### src/rtl/core/sma_pkg.sv
// shared constants and types for the simple moving average block
package sma_pkg;

    // window and sample sizes
    localparam int MAX_WINDOW   = 256;
    localparam int SAMPLE_WIDTH = 32;
    localparam int PTR_W        = $clog2(MAX_WINDOW);
    localparam int WIN_W        = PTR_W + 1;
    localparam int SUM_W        = SAMPLE_WIDTH + PTR_W;

    // divider sizing: one quotient bit per cycle
    localparam int DIV_STEPS    = SUM_W;
    localparam int DIV_CNT_W    = $clog2(DIV_STEPS);

    // window length after reset
    localparam logic [WIN_W-1:0] WINDOW_RESET = WIN_W'(20);

    // divider status toward the sequencer
    typedef struct packed {
        logic busy;
        logic done;
    } div_status_t;

endpackage

### src/rtl/core/sma_divider.sv
// iterative restoring divider, window sum over window length, one bit per cycle
module sma_divider (
    input  logic                            aclk,
    input  logic                            aresetn,
    input  logic                            start,
    input  logic [sma_pkg::SUM_W-1:0]       dividend,
    input  logic [sma_pkg::WIN_W-1:0]       divisor,
    output sma_pkg::div_status_t            status,
    output logic [sma_pkg::SUM_W-1:0]       quotient
);

    typedef enum logic [1:0] {
        DIV_IDLE,
        DIV_RUN,
        DIV_DONE
    } div_state_t;

    div_state_t                      state_reg;
    logic [sma_pkg::DIV_CNT_W-1:0]   cnt_reg;
    logic [sma_pkg::SUM_W-1:0]       quo_reg;
    logic [sma_pkg::WIN_W-1:0]       rem_reg;
    logic [sma_pkg::WIN_W-1:0]       div_reg;

    logic [sma_pkg::WIN_W:0]         trial;
    logic [sma_pkg::WIN_W:0]         diff;
    logic                            fits;

    // one restoring step: shift in next dividend bit, try to subtract
    always_comb begin
        trial = {rem_reg, quo_reg[sma_pkg::SUM_W-1]};
        fits  = (trial >= {1'b0, div_reg});
        diff  = trial - {1'b0, div_reg};
    end

    // state, counter and datapath registers
    always_ff @(posedge aclk) begin
        if (!aresetn) begin
            state_reg <= DIV_IDLE;
            cnt_reg   <= '0;
        end else begin
            unique case (state_reg)
                DIV_IDLE: begin
                    if (start) begin
                        state_reg <= DIV_RUN;
                        cnt_reg   <= sma_pkg::DIV_CNT_W'(sma_pkg::DIV_STEPS - 1);
                        quo_reg   <= dividend;
                        rem_reg   <= '0;
                        div_reg   <= divisor;
                    end
                end
                DIV_RUN: begin
                    quo_reg <= {quo_reg[sma_pkg::SUM_W-2:0], fits};
                    rem_reg <= fits ? diff[sma_pkg::WIN_W-1:0] : trial[sma_pkg::WIN_W-1:0];
                    if (cnt_reg == '0) begin
                        state_reg <= DIV_DONE;
                    end else begin
                        cnt_reg <= cnt_reg - 1'b1;
                    end
                end
                DIV_DONE: begin
                    state_reg <= DIV_IDLE;
                end
                default: begin
                    state_reg <= DIV_IDLE;
                end
            endcase
        end
    end

    assign status.busy = (state_reg != DIV_IDLE);
    assign status.done = (state_reg == DIV_DONE);
    assign quotient    = quo_reg;

endmodule

### config.mk
export PLATFORM = sky130hd
export DESIGN_NAME = sma_divider
export DESIGN_NICKNAME = d
export VERILOG_FILES = /design/src/rtl/core/sma_pkg.sv /design/src/rtl/core/sma_divider.sv
export SDC_FILE = /design/constraint.sdc
export NUM_CORES = 1
export LEC_CHECK = 0
export BUFFER_PORTS_ARGS = -buffer_cell sky130_fd_sc_hd__buf_2
export CAP_MARGIN = 15
export CORE_MARGIN = 2
export CORE_UTILIZATION = 35
export DETAILED_ROUTE_END_ITERATION = 10
export PLACE_DENSITY = 0.69
export SLEW_MARGIN = 25
export SYNTH_ARGS = -nofsm -noshare
export SYNTH_HDL_FRONTEND = slang
export SYNTH_SLANG_ARGS = --single-unit
### constraint.sdc
create_clock -name aclk -period 12.77 [get_ports aclk]
set_clock_uncertainty 0.2 [all_clocks]
set_input_delay 1.9155 -clock aclk [delete_from_list [all_inputs] [get_ports aclk]]
set_output_delay 1.9155 -clock aclk [all_outputs]
set_load 0.02 [all_outputs]
# == Yosys cells after proc, flatten, opt, wreduce, memory -nomap -nowiden ==
# Index checks and enable logic that the tools add are counted.
# op_classes
mul,0
reduce_logical,8
bitwise_logic,0
magnitude_cmp,1
div,0
n_eq_ne,5
n_mux,11
n_shift,0
addsub,2
# ops
op,count
40-bit case mux with 2 select lines,1
40-bit two-way mux,1
9-bit two-way mux,2
9-bit case mux with 2 select lines,1
6-bit two-way mux,2
6-bit case mux with 2 select lines,1
10-bit by 9-bit >= comparator with 1-bit output,1
3-bit AND reduction,3
9-bit subtractor,1
6-bit logical NOT,1
2-bit != test (second input constant),3
6-bit by 1-bit subtractor with 6-bit output (second input constant),1
2-bit two-way mux,2
2-bit case mux with 2 select lines,1
2-bit nonzero test,2
2-bit by 1-bit == test with 1-bit output (second input constant),1
2-bit == test (second input constant),1
2-bit logical NOT,1
2-bit AND reduction,1
# totals
mem_bits_ro,0
reg_bits,66
latchBits,0
inputBits,52
output_inout_bits,42
ram_bits,0
mem_count,0

# == Logic depth before layout (Yosys ltp) ==
# Gate-level depths: netlist (run 1).
# logic_depth
word_depth,3
depth_mapped,10
ltp_nobuf,9

# == Worst setup path before layout (run 1) ==
# No wires, ideal clock.
# synth_timing
path_kind,input -> register
from,input port aresetn
to,"register quo_reg, in the netlist quotient[0], enable pin"
t_arrival_ps,5380
path_slack_ps,6674
setup_time_ps,516
required_time_ps,12054
stages,2
cell_sequence,inv_1 nor3_1
# synth_via
elab_chain_len,1
# synth_lines
item,line,source
from (decl),sma_divider.sv:4,"input logic aresetn,"
3-bit AND reduction (no line),-,
to (signal assigned),sma_divider.sv:46,quo_reg <= dividend;
to (signal assigned),sma_divider.sv:52,"quo_reg <= {quo_reg[sma_pkg::SUM_W-2:0], fits};"
to (decl),sma_divider.sv:20,logic [sma_pkg::SUM_W-1:0] quo_reg;
# Every way passes these cells.
# A chain may end at the register's enable or synchronous reset.

==> results.tsv, run 1 <==
metric	value	unit
dpl hpwl	4.81	mm
fin. max-slew vios	0	
critical path's slowest cell	dfxtp_1	
maximum vdd drop	0.0784	mV
Final nets	467	
number of synthesized flops with an enable pin	58	
Max Fclk	300	MHz
first-pass GRT wire length	11.1	mm
data arrival time of the worst path	1210	ps
Post-CTS Resized	0	
Worst-Skew Late Latency	340	ps
synth warn	0	
Synth Cell Area	0.00320	mm^2
Initial Util	36.4	%
GR Layer Usage met3	3.72	%
Fill cells	847	
distinct cell type count after synthesis	44	
pre-CTS WS	9510	ps
worst-margin pin slew	916	ps
Hold Violations, Final	0	
CTS sink count	66	
final setup violation count	0	
Worst setup EP type	output port	
kind of critical path	reg -> out	
I/O Pins	94	
Site Rows	34	
sequential fraction of the synthesis area	59.4	%
min Tclk post-route	3330	ps
core footprint	0.00881	mm^2
Power Density	142	mW/mm^2
layout cells sized above 1	28.9	%
design area	0.00396	mm^2
routed via count	2434	
Max clock buf depth	2	
most frequent cells in the layout	122 x nand2_1, 93 x buf_2, 58 x edfxtp_1, 15 x inv_1	
area of placed instances	0.00379	mm^2
GR Util met1	18.5	%
TritonCTS clock tree	yes	
CTS Root Cell	clkbuf_8	
ANT cells	0	
DR pass1 iterations	4	
status	finished clean	
# hold bufs at CTS	0	
die width	99.7	um
# DRC	0	
async set-reset flop share out of synthesis	0	%
GR peak layer	met2	
initial antenna violation count	0	
post-layout util	45.0	%
Crit Path Max Fanout	5	
synthesized flop and latch total	66	
Die Y	99.7	um
Pleak	1.83	nW
Crit path largest cell delay	440	ps
port bufs	93	
ys flop type	edfxtp_1	
All-Layer GR Usage	14.0	%
Iteration-0 DRC Markers	132	
Remaining Overflow, GRT	0	
GR Util met2	22.5	%
relative slew slack	38.8	%
WL/cell	13.0	um
Worst Setup Slack, final	9440	ps
crit path launch type	register	
final worst path period share	26.1	%
setup TNS	0	ps
Post-DRT Antenna Nets	0	
synth-to-layout area growth	23.7	%
gp weighted congestion	0.899	
CP Data Required Time	10650	ps
Routed Wire Length	6.69	mm
RSZ-0062 raised after global routing	no	
max reg flops	40	
Inserted Clock Buffers	9	
worst-path cell chain	or2_1 -> buf_2	
commonest non-fill, non-tap cell in the layout	nand2_1	
Max H-tree Level	3	
number of global-route vias before repair	2427	
die area	0.00994	mm^2
Mapped Nets	372	
drt via density	4.72	
maxcap violations	0	
worst hold margin	325	ps
largest net degree at the start of global routing	53	
post-CTS setup buffers	0	
Worst Hold Class	reg -> reg	
Syn Inst Count	308	
Avg Cell Area, Syn	10.4	um^2
register clock-pin slew on the reported worst setup and hold paths	80	ps
==> routing by layer <==
metal	routed length (um)	part of all wire, %	vias to the layer above
met3	296	4.4	4
met4	33	0.49	0
met2	3260	49	52
met1	3100	46	1137
met5	0	0	-
li1	-	-	1241
==> stage by stage <==
step	cells	power, W
after global routing	516	0.000595
final	516	0.000562
after floorplan	308	0.000376
after CTS	516	0.000568
after detailed placement	500	0.000414
after global placement	500	0.000411
==> cell families after synthesis <==
kind of cell    synth area share [%]
simple gates                    20.4
flops                           59.4
compound gates                  7.81
buf+inv                         3.44
fa+ha+maj                       4.92
xor+xnor                        2.19
mux                             1.91
==> final timing paths <==
kind	start	to	slack, ps	cells after the start
max	state_reg[1]	status[1]	9440	2
min	cnt_reg[4]	cnt_reg[4]	330	2
max reg2reg	quotient[39]	rem_reg[6]	9780	9
min reg2reg	cnt_reg[4]	cnt_reg[4]	330	2
==> final cells by class <==
cell class | count | area [um^2] | area share [%]
tap | 108 | 135 | 3.41
inverter | 15 | 56.3 | 1.42
timing repair buffer | 96 | 488 | 12.3
multi-input combinational | 215 | 1210 | 30.6
clock inverter | 7 | 46.3 | 1.17
clock buffer | 9 | 124 | 3.13
sequential | 66 | 1900 | 48.0
==> Yosys cell counts, types with 2 or more instances <==
library cell | instances | area (um^2)
ha_1 | 11 | 138
edfxtp_1 | 58 | 1740
inv_1 | 15 | 56.3
mux2i_1 | 5 | 50.1
a21o_1 | 4 | 30.0
nor2_1 | 11 | 41.3
nand2_1 | 122 | 458
nand3_1 | 2 | 10.0
nor2b_1 | 3 | 18.8
dfxtp_1 | 8 | 160
o21a_1 | 4 | 30.0
o31ai_1 | 2 | 15.0
nor3_1 | 7 | 35.0
a21oi_1 | 4 | 20.0
or4_1 | 2 | 15.0
a211oi_1 | 3 | 22.5
xor2_1 | 3 | 26.3
and3_1 | 3 | 18.8
clkbuf_1 | 10 | 37.5
xnor2_1 | 5 | 43.8
o21ai_1 | 3 | 15.0
==> worst max-delay path: cells and delay by family, from the launching register on <==
family / cells / cell delay, ps
buffers and inverters: 1 / 200
flip-flops: 1 / 440
AND/OR/NAND/NOR: 1 / 240
==> report_power, final <==
part / total (W) / switching, W / internal, W
registers: 0.000276 / 0.0000130 / 0.000264
logic: 0.000132 / 0.0000818 / 0.0000500
clock network: 0.000153 / 0.0000836 / 0.0000697
No activity file was read; power rests on OpenSTA's default activity.
==> inputs of run 2 (changes only) <==
--- a/config.mk
+++ b/config.mk
@@ -5,12 +5,13 @@
 export SDC_FILE = /design/constraint.sdc
 export NUM_CORES = 1
 export LEC_CHECK = 0
+export ABC_AREA = 1
 export BUFFER_PORTS_ARGS = -buffer_cell sky130_fd_sc_hd__buf_2
 export CAP_MARGIN = 15
 export CORE_MARGIN = 2
 export CORE_UTILIZATION = 35
 export DETAILED_ROUTE_END_ITERATION = 10
-export PLACE_DENSITY = 0.69
+export PLACE_DENSITY = 0.7
 export SLEW_MARGIN = 25
 export SYNTH_ARGS = -nofsm -noshare
 export SYNTH_HDL_FRONTEND = slang
==> constraint.sdc (replaced) <==
create_clock -name aclk -period 2.9 [get_ports aclk]
set_clock_uncertainty 0.2 [all_clocks]
set_input_delay 0.435 -clock aclk [delete_from_list [all_inputs] [get_ports aclk]]
set_output_delay 0.435 -clock aclk [all_outputs]
set_load 0.02 [all_outputs]
==> run 2 against run 1 <==
Net effect:
- utilization shrank 1.0 points
- area after synthesis grew 6.6%
- die area grew 6.4%
- register-to-register slack lost 9100 ps
- combinational power grew to 5.0 times the previous value
- critical path depth grew 8
- non-clock buffer count grew 2
- design area grew 6.9%
- first-iteration DRC count shrank 26%
- cell count grew 21%
- global-route usage grew 0.56 points
- clock power grew to 5.1 times the previous value
- critical path type is now reg -> reg
- critical endpoint is now quotient[0]
==> results.tsv, run 2 <==
metric	value	unit	change
fin. max-slew vios	0		unchanged
RSZ-0062 raised after global routing	no		
cell with the most instances after synthesis	nand2_1		
port bufs	93		unchanged
# hold bufs at CTS	0		unchanged
post-CTS setup buffers	0		unchanged
Crit path largest cell delay	420	ps	-20 ps
routed via count	2800		+15%
Syn Inst Count	385		+25%
Fill cells	996		+18%
worst-margin pin slew	611	ps	-305 ps
CP Data Required Time	2780	ps	-7870 ps
distinct cell type count after synthesis	28		-36%
Initial Util	35.4	%	-0.94 points
die area	0.0106	mm^2	+6.4%
Inserted Clock Buffers	9		unchanged
kind of critical path	reg -> reg		
relative slew slack	59.2	%	+20 points
Routed Wire Length	7.44	mm	+11%
layout cells sized above 1	31.1	%	+2.2 points
Worst Hold Class	in -> reg		
Pleak	2.06	nW	+12%
reg2reg setup slack	640	ps	-9140 ps
Max Fclk	442	MHz	
gp weighted congestion	0.894		-0.59%
Die Y	103	um	+3.1%
data arrival time of the worst path	2140	ps	+930 ps
number of global-route vias before repair	2569		+5.9%
ys flop type	edfxtp_1		
I/O Pins	94		unchanged
die width	103	um	+3.1%
CTS sink count	66		unchanged
worst-path cell chain	inv_1 -> ha_1 -> inv_1 -> fa_1 -> nand4_1 -> nand2_2 -> nand2_4 -> nand2_4 -> inv_2 -> o21ai_1		
critical path's slowest cell	fa_1		
Hold Violations, Final	0		unchanged
Mapped Nets	449		+21%
synthesized flop and latch total	66		unchanged
dpl hpwl	5.43	mm	+13%
status	finished clean		
Worst-Skew Late Latency	340	ps	about the same
drt via density	4.49		-4.7%
DR pass1 iterations	5		+1
min Tclk post-route	2260	ps	
Post-DRT Antenna Nets	0		unchanged
pre-CTS WS	661	ps	-8840 ps
Max H-tree Level	3		unchanged
largest net degree at the start of global routing	33		-38%
TritonCTS clock tree	yes		
CTS Root Cell	clkbuf_8		
register clock-pin slew on the reported worst setup and hold paths	80	ps	about the same
WL/cell	11.9	um	-7.9%
async set-reset flop share out of synthesis	0	%	unchanged
number of synthesized flops with an enable pin	58		unchanged
maximum vdd drop	0.337	mV	+330%
most frequent cells in the layout	162 x nand2_1, 93 x buf_2, 58 x edfxtp_1, 36 x inv_1, 20 x nor2_1		
Commonest cells post-synth	162 x nand2_1, 58 x edfxtp_1, 36 x inv_1, 20 x nor2_1, 17 x nand2_2		
max reg flops	40		unchanged
Synth Cell Area	0.00342	mm^2	+6.6%
final worst path period share	78.0	%	
Iteration-0 DRC Markers	98		-26%
Crit Path Max Fanout	11		+6
Site Rows	36		+5.9%
Worst setup EP type	register		
commonest non-fill, non-tap cell in the layout	nand2_1		
Avg Cell Area, Syn	8.88	um^2	-15%
final setup violation count	0		unchanged
Post-CTS Resized	0		unchanged
Power Density	626	mW/mm^2	+340%
initial antenna violation count	1		+1
core footprint	0.00964	mm^2	+9.5%
synth-to-layout area growth	24.0	%	
maxcap violations	0		unchanged
setup TNS	0	ps	unchanged
first-pass GRT wire length	12.0	mm	+7.6%
Remaining Overflow, GRT	0		unchanged
share of the synthesized area in the top cell type	51.0	%	-3.4 points
Worst Setup Slack, final	638	ps	-8800 ps
Yosys top cell by area	edfxtp_1		
All-Layer GR Usage	14.6	%	+0.56 points
dominant cells by area after synthesis	edfxtp_1 51%, nand2_1 18%, dfxtp_1 4.7%		
# DRC	0		unchanged
crit path launch type	register		
Final nets	548		+17%
Max clock buf depth	2		unchanged
synth warn	0		unchanged
sequential fraction of the synthesis area	55.7	%	-3.7 points
run 2: path summary, 6_finish.rpt:
check,depth (start not counted),end,startpoint
setup / recovery,10,quotient[0],quotient[39]
hold / removal,1,div_reg[1],divisor[1]
setup reg to reg,10,quotient[0],quotient[39]
hold reg to reg,2,cnt_reg[5],cnt_reg[5]
run 2: layout make-up:
class                           count  area [um^2]  area share (%)
Inverter                           42          158            3.72
Sequential cell                    66         1900            44.9
Clock inverter                      5         55.1            1.30
Antenna cell                        1         2.50          0.0590
Timing Repair Buffer               98          503            11.9
Tap cell                          133          166            3.93
Multi-Input combinational cell    267         1310            30.9
Clock buffer                       11          141            3.34
run 2: routing by layer:
layer / track usage [%] / part of all wire (%) / up-vias / wire (um)
met2: 24.8 / 48 / 84 / 3600
met4: 3.95 / 1.5 / 0 / 112
li1: - / - / 1419 / -
met3: 4.61 / 5.9 / 14 / 440
met1: 18.1 / 44 / 1283 / 3280
met5: 0 / 0 / - / 0
run 2: kinds of logic after synthesis:
family,count (synthesis),share of synthesized area [%]
flops,66,55.7
xor+xnor,5,1.28
fa+ha+maj,12,4.61
buf+inv,52,6.33
simple gates,234,29.5
compound gates,16,2.60
run 2: critical path, delay by kind of cell, from the launching register on:
kind / cells / cell delay [ps]
adder cells (fa/ha/maj): 2 / 580
AND/OR/NAND/NOR: 4 / 470
flip-flops: 1 / 410
buffers and inverters: 3 / 280
AO/OA/AOI/OAI: 1 / 60
run 2: per-stage QoR:
| step | util [%] | hold slack (ps) | instance area (um^2) | power, W | std cells |
|---|---|---|---|---|---|
| after floorplan | - | 252 | 3420 | 0.00171 | 385 |
| after global placement | 41.9 | 265 | 4040 | 0.00188 | 606 |
| after detailed placement | 41.9 | 280 | 4040 | 0.00190 | 606 |
| after CTS | 43.9 | 51.0 | 4240 | 0.00268 | 622 |
| after global routing | 43.9 | 51.2 | 4240 | 0.00281 | 622 |
| final | 44.0 | 64.9 | 4240 | 0.00265 | 623 |
run 2: report_power, final:
group          switching, W  leakage, nW  internal, W  total, W
clock network      0.000365       0.0970     0.000418  0.000784
logic              0.000431         1.35     0.000224  0.000656
registers         0.0000523        0.615      0.00116   0.00122
